**src/hw/rtl/m3inv_queue.sv**
```systemverilog
// ----------------------------------------------------------------------------
// m3inv_queue: two-entry skid queue between front and back
// ----------------------------------------------------------------------------
module m3inv_queue #(
  parameter int unsigned W = 8
) (
  input  logic         clk,
  input  logic         rst,
  input  logic         in_valid,
  output logic         in_ready,
  input  logic [W-1:0] in_data,
  output logic         out_valid,
  input  logic         out_ready,
  output logic [W-1:0] out_data
);

  logic [W-1:0] mem [2];
  logic         wp, rp;
  logic [1:0]   cnt;

  assign in_ready  = cnt != 2'd2;
  assign out_valid = cnt != 2'd0;
  assign out_data  = mem[rp];

  always_ff @(posedge clk) begin
    if (rst) begin
      wp <= 1'b0; rp <= 1'b0; cnt <= 2'd0;
    end else begin
      if (in_valid && in_ready) wp <= !wp;
      if (out_valid && out_ready) rp <= !rp;
      cnt <= cnt + 2'(in_valid && in_ready) - 2'(out_valid && out_ready);
    end
  end

  always_ff @(posedge clk) begin
    if (in_valid && in_ready) mem[wp] <= in_data;
  end

`ifndef SYNTHESIS
  a_cnt: assert property (@(posedge clk) disable iff (rst) cnt != 2'd3)
    else $error("queue count out of range");
  a_full: assert property (@(posedge clk) disable iff (rst)
    cnt == 2'd2 && !out_ready |=> cnt == 2'd2) else $error("queue lost a beat");
  a_empty: assert property (@(posedge clk) disable iff (rst)
    cnt == 2'd0 && !in_valid |=> cnt == 2'd0) else $error("queue invented a beat");
`endif

endmodule

```
**config.mk**
```make
export PLATFORM = sky130hd
export DESIGN_NAME = m3inv_queue
export DESIGN_NICKNAME = d
export VERILOG_FILES = /design/src/hw/rtl/m3inv_queue.sv
export SDC_FILE = /design/constraint.sdc
export NUM_CORES = 1
export LEC_CHECK = 0
export BUFFER_PORTS_ARGS = -buffer_cell sky130_fd_sc_hd__buf_2
export CORE_MARGIN = 2
export CORE_UTILIZATION = 44
export DETAILED_ROUTE_END_ITERATION = 10
export GPL_ROUTABILITY_DRIVEN = 0
export GPL_TIMING_DRIVEN = 0
export PLACE_DENSITY_LB_ADDON = 0.12
export SLEW_MARGIN = 25
export SYNTH_ARGS = -nofsm -noshare
export SYNTH_HDL_FRONTEND = slang
export SYNTH_SLANG_ARGS = --single-unit
export TNS_END_PERCENT = 20
```
**constraint.sdc**
```tcl
create_clock -name clk -period 1.4 [get_ports clk]
set_input_delay 0.21 -clock clk [delete_from_list [all_inputs] [get_ports clk]]
set_output_delay 0.21 -clock clk [all_outputs]
set_load 0.03 [all_outputs]
```
### Word-level counts from Yosys, hierarchy flattened

Memory sizes are Yosys's and may differ from the RTL's. A register that Yosys moved wholly into a read port is not among the register bits.
Cells that the tools add are included.

| word-level totals | value |
|---|---|
| output and inout port bits | 10 |
| memory bits (read-only) | 0 |
| memory bits (writable) | 16 |
| bits in registers | 4 |
| latch bits | 0 |
| logic and storage cells | 16 |
| memories | 1 |

| cells by class | value |
|---|---|
| reductions and logical operators | 5 |
| mux-type cells | 4 |
| $lt $le $gt $ge | 0 |
| shifts and indexed selects | 0 |
| bitwise operators | 0 |
| eq/ne operators | 1 |
| add/sub/neg operators | 2 |
| div/mod/pow operators | 0 |
| $mul | 0 |

Memories:

| name | words | width | rd ports | clocked after memory_dff | wr ports | RTL line | RTL |
|---|---|---|---|---|---|---|---|
| mem | 2 | 8 | 1 | 1 | 1 | 17 | `logic [W-1:0] mem [2];` |

Operator list:

| kind | number |
|---|---|
| 1-bit 2-to-1 mux | 4 |
| 2-bit by 1-bit adder with 2-bit output | 1 |
| 1-bit logical AND | 2 |
| 1-bit logical NOT | 2 |
| 2-bit != test (second input constant) | 1 |
| 2-bit nonzero test | 1 |
| 2-bit by 1-bit subtractor with 2-bit output | 1 |

### Longest topological paths before layout

| depth | value |
|---|---|
| depth in word-level cells | 4 |
| mapped depth | 6 |
| gate-level depth less buffers | 6 |

### Worst setup path before layout

No wires, ideal clock.

| timing path | value |
|---|---|
| kind | register to register |
| start | reg cnt[0] |
| end | mem mem[1][0], enable pin |
| period minus slack after synthesis | 1430 ps |
| required time | 1068 ps |
| stages on the path, launching flop included | 3 |
| arrival time | 1098 ps |
| slack | -30 ps |
| path buffers | 0 |
| cells stage by stage | dfxtp_1 nand2b_1 and3_1 |

| between the ends | value |
|---|---|
| longest elaborated chain between the ends | 4 |

RTL lines:

| element | RTL line | RTL |
|---|---|---|
| from (decl) | 19 | `logic [1:0] cnt;` |
| from (signal assigned) | 31 | `cnt <= cnt + 2'(in_valid && in_ready) - 2'(out_valid && out_ready);` |
| 2-bit != test | 21 | `assign in_ready = cnt != 2'd2;` |
| named net in_ready | 10 | `output logic in_ready,` |
| 1-bit logical AND | 36 | `if (in_valid && in_ready) mem[wp] <= in_data;` |
| 1-bit 2-to-1 mux | 36 |  |
| 1-bit 2-to-1 mux (not written as such) | 36 |  |
| to (decl) | 17 |  |

The timed path passes the listed nets, and every way through them passes these cells.

==> flow_metrics.env <==
export IMPL_run_status="finished, violations left"
export IMPL_violations="negative setup slack"
export IMPL_h_tree_depth=1
export IMPL_layout_min_cycle_time_ns=1.44
export IMPL_drt_iter0_drc=18
export IMPL_num_antenna_cells=0
export IMPL_first_global_vias=479
export IMPL_clock_tree_buffer_depth=2
export IMPL_timing_hold_worst_path_depth=1
export IMPL_critical_path_peak_fanout=8
export IMPL_synthSimpleGateAreaFrac=0.105
export IMPL_hold_path_startpoint="in_data[2]"
export IMPL_arrival_ns=1.23
export IMPL_cts_root_buffer="sky130_fd_sc_hd__clkbuf_4"
export IMPL_syn_area_um2=832
export IMPL_synth_flop_cell="sky130_fd_sc_hd__edfxtp_1"
export IMPL_synth_seq_area_share=0.698
export IMPL_critical_path_reg2reg_endpoint="cnt[1]$_SDFF_PP0_"
export IMPL_yosysMostFrequentCell="sky130_fd_sc_hd__edfxtp_1"
export IMPL_postCtsSetupBuffers=0
export IMPL_timing_reg2reg_worst_path_depth=6
export IMPL_max_vdd_ir_drop_mv=0.824
export IMPL_synth_top_cells_by_count="16 x sky130_fd_sc_hd__edfxtp_1, 8 x sky130_fd_sc_hd__mux2_2, 5 x sky130_fd_sc_hd__dfxtp_1"
export IMPL_detail_route_vias_per_cell=5.03
export IMPL_design_die_area_um2=2250
export IMPL_track_usage=0.133
export IMPL_postPlaceCellArea_um2=971
export IMPL_final_area_um2=1100
export IMPL_synth_ff_latch_count=21
export IMPL_globalRouteOverflowTotal=0
export IMPL_setup_ws_ns=-0.0436
export IMPL_dp_cells=100
export IMPL_rsz0062_at_grt="yes"
export IMPL_detailroute_via_count=523
export IMPL_slew_limit_headroom=0.719
export IMPL_route_antenna_remaining_nets=0
export IMPL_timing_critical_path_to_type="output pin"
export IMPL_synth_top_family_by_area="multiplexers"
export IMPL_dp_final_hpwl_um=993
export IMPL_timing_fmax_mhz=693
export IMPL_fp_row_count=15
export IMPL_route_detailed_drc=0
export IMPL_ys_warnings_count=0
export IMPL_route_detailed_wl_per_inst_um=12.8
export IMPL_cp_required_ns=1.19
export IMPL_tritoncts_num_sinks=21
export IMPL_holdPathEnd="mem[1][2]$_DFFE_PP_"
export IMPL_timing_final_crit_share=1.03
export IMPL_post_synth_xor_area_fraction=0.0105
export IMPL_area_delta_synth_final_pct=32.8
export IMPL_setup_viol=8
export IMPL_antenna_violations_before_repair=0
export IMPL_dr_pass1_iters=4
export IMPL_synth_compound_area_frac=0.0526
export IMPL_power_static_leakage_uw=0.000446
export IMPL_ratio_of_cells_with_drive_above_1_in_the_final_layout=0.557
export IMPL_drv_slew=0
export IMPL_syn_nets=67
export IMPL_yosysUniqueCellTypes=23
export IMPL_reg2reg_slack_ns=0.01
export IMPL_clock_skew_ns=0.00219
export IMPL_synthesis_area_per_instance_um2=15.4
export IMPL_wirelength_um=1340
export IMPL_syn_inst=54
export IMPL_path_type_of_the_worst_setup_path="flop to output pin"
export IMPL_worst_skew_pair_late_latency_ns=0.29
export IMPL_chip_height_um=47.5
export IMPL_cap_viol_max_count=0
export IMPL_cts_hold_buffers=0
export IMPL_worst_setup_hold_path_clk_slew_ns=0.11
export IMPL_post_synthesis_mux_area_share=0.108
export IMPL_yosysTopAreaCellShare=0.577
export IMPL_post_place_ws_ns=-0.0516
export IMPL_maximum_number_of_pins_on_one_net_before_global_route_repair=12
export IMPL_synth_area_leaders="sky130_fd_sc_hd__edfxtp_1 58%, sky130_fd_sc_hd__dfxtp_1 12%, sky130_fd_sc_hd__mux2_2 11%"
export IMPL_floorplan_io_pins=22
export IMPL_synth_largest_area_cell="sky130_fd_sc_hd__edfxtp_1"
export IMPL_core_um2=1750
export IMPL_crit_reg2reg_launch="cnt[1]$_SDFF_PP0_"
export IMPL_layout_cells_non_filler=104
export IMPL_number_of_hold_slack_violations_in_the_final_timing_report=0
export IMPL_synth_async_sr_flop_share=0
export IMPL_timing_worst_slew_pin_value_ns=0.416
export IMPL_number_of_synthesized_flops_with_an_enable_pin=16
export IMPL_power_density_cell_area_nw_per_um2=1590
export IMPL_number_of_cts_inserted_buffers=3
export IMPL_die_width_um=47.5
export IMPL_setup_total_negative_slack_ns=-0.323
export IMPL_wire_length_of_the_first_global_routing_pass_um=1980
export IMPL_start_util=0.477
export IMPL_io_buffers=21
export IMPL_finish_utilization=0.633
export IMPL_final_nets=93
export IMPL_worstHoldPathType="input port to flop"
export IMPL_cts_tree="built"
export IMPL_synthAdderAreaFrac=0.0150
export IMPL_cp_start_kind="flop"
## cells in the final DEF, fill, tap and decap left out
cell	count
sky130_fd_sc_hd__a21bo_2	1
sky130_fd_sc_hd__a21oi_1	1
sky130_fd_sc_hd__and2b_2	1
sky130_fd_sc_hd__and3_1	1
sky130_fd_sc_hd__and3_2	1
sky130_fd_sc_hd__buf_2	13
sky130_fd_sc_hd__buf_6	8
sky130_fd_sc_hd__buf_8	1
sky130_fd_sc_hd__clkbuf_1	1
sky130_fd_sc_hd__clkbuf_4	3
sky130_fd_sc_hd__dfxtp_1	2
sky130_fd_sc_hd__dfxtp_2	2
sky130_fd_sc_hd__dfxtp_4	1
sky130_fd_sc_hd__edfxtp_1	16
sky130_fd_sc_hd__ha_1	1
sky130_fd_sc_hd__inv_1	1
sky130_fd_sc_hd__mux2_4	8
sky130_fd_sc_hd__nand2b_2	1
sky130_fd_sc_hd__nand3_1	1
sky130_fd_sc_hd__nand3b_1	1
sky130_fd_sc_hd__nor2_1	3
sky130_fd_sc_hd__nor2_2	1
sky130_fd_sc_hd__nor2b_1	1
sky130_fd_sc_hd__nor3_1	1
sky130_fd_sc_hd__nor4_2	1
sky130_fd_sc_hd__nor4bb_1	1
sky130_fd_sc_hd__o21ai_0	2
sky130_fd_sc_hd__o21ba_2	1
sky130_fd_sc_hd__o31a_1	1
sky130_fd_sc_hd__or2_2	1
sky130_fd_sc_hd__xor2_1	1
## cell type report
type	count	area, um^2
tap	25	31.3
multi-input combinational	31	287
clock buffer	4	26.3
buffer	1	15.0
inverter	1	3.75
fill	138	641
sequential	21	587
timing repair buffer	21	155
## state kept, by name, summed over array words and instances, names as in the netlist, named ones only
| register | count |
|---|---|
| cnt | 2 |
| wp | 1 |
| rp | 1 |
| mem | 16 |
## metrics by stage
step / total power (uW) / hold slack (ns)
after global routing: 1850 / 0.0807
after detailed placement: 1340 / 0.403
after global placement: 1330 / 0.398
after CTS: 1760 / 0.0900
after floorplan: 1200 / 0.279
final: 1760 / 0.0991
## layer usage
| metal | global-route usage | up-vias | routed length (um) |
|---|---|---|---|
| li1 | - | 256 | - |
| met1 | 0.143 | 253 | 534 |
| met2 | 0.257 | 14 | 743 |
| met3 | 0.0340 | 0 | 58 |
| met4 | 0.0333 | 0 | 0 |
| met5 | 0 | - | 0 |
## worst max-delay path: stages (launching register included)
cell and delay, ns:
sky130_fd_sc_hd__dfxtp_2 0.35, sky130_fd_sc_hd__buf_8 0.14, sky130_fd_sc_hd__mux2_4 0.31, sky130_fd_sc_hd__buf_6 0.14
## cells by family (layout without fill, tap and decap cells)
logic type,Yosys count,after routing
xor gates and xnor gates,1,1
and+or+nand+nor,15,15
muxes,8,8
DFF,21,21
adders and majority gates,1,1
AOI/OAI and AO/OA,6,6
buffers and inverters,2,27
## what timing repair did
action	4_1_cts	5_1_grt
pin swaps	0	1
gates resized for setup	30	5
endpoints found under the setup margin	9	19
## power breakdown
part	switching (uW)	leakage [uW]	internal [uW]
Sequential	49.1	0.000192	769
Clock	166	0.0000150	111
Combinational	334	0.000239	332
Total	549	0.000446	1210
## worst max-delay path by stage
stage                     cells after the start  slack, ns           endpoint         startpoint
after CTS                                     3      -0.05        out_data[4]               flop
final                                         3      -0.04        out_data[4]               flop
after global routing                          3       -0.1        out_data[1]               flop
after global placement                        6      -0.04  cnt[1]$_SDFF_PP0_  cnt[1]$_SDFF_PP0_
after floorplan                               6       0.05  cnt[1]$_SDFF_PP0_  cnt[1]$_SDFF_PP0_
after detailed placement                      6      -0.05  cnt[1]$_SDFF_PP0_  cnt[1]$_SDFF_PP0_
(Power assumes the default switching activity.)
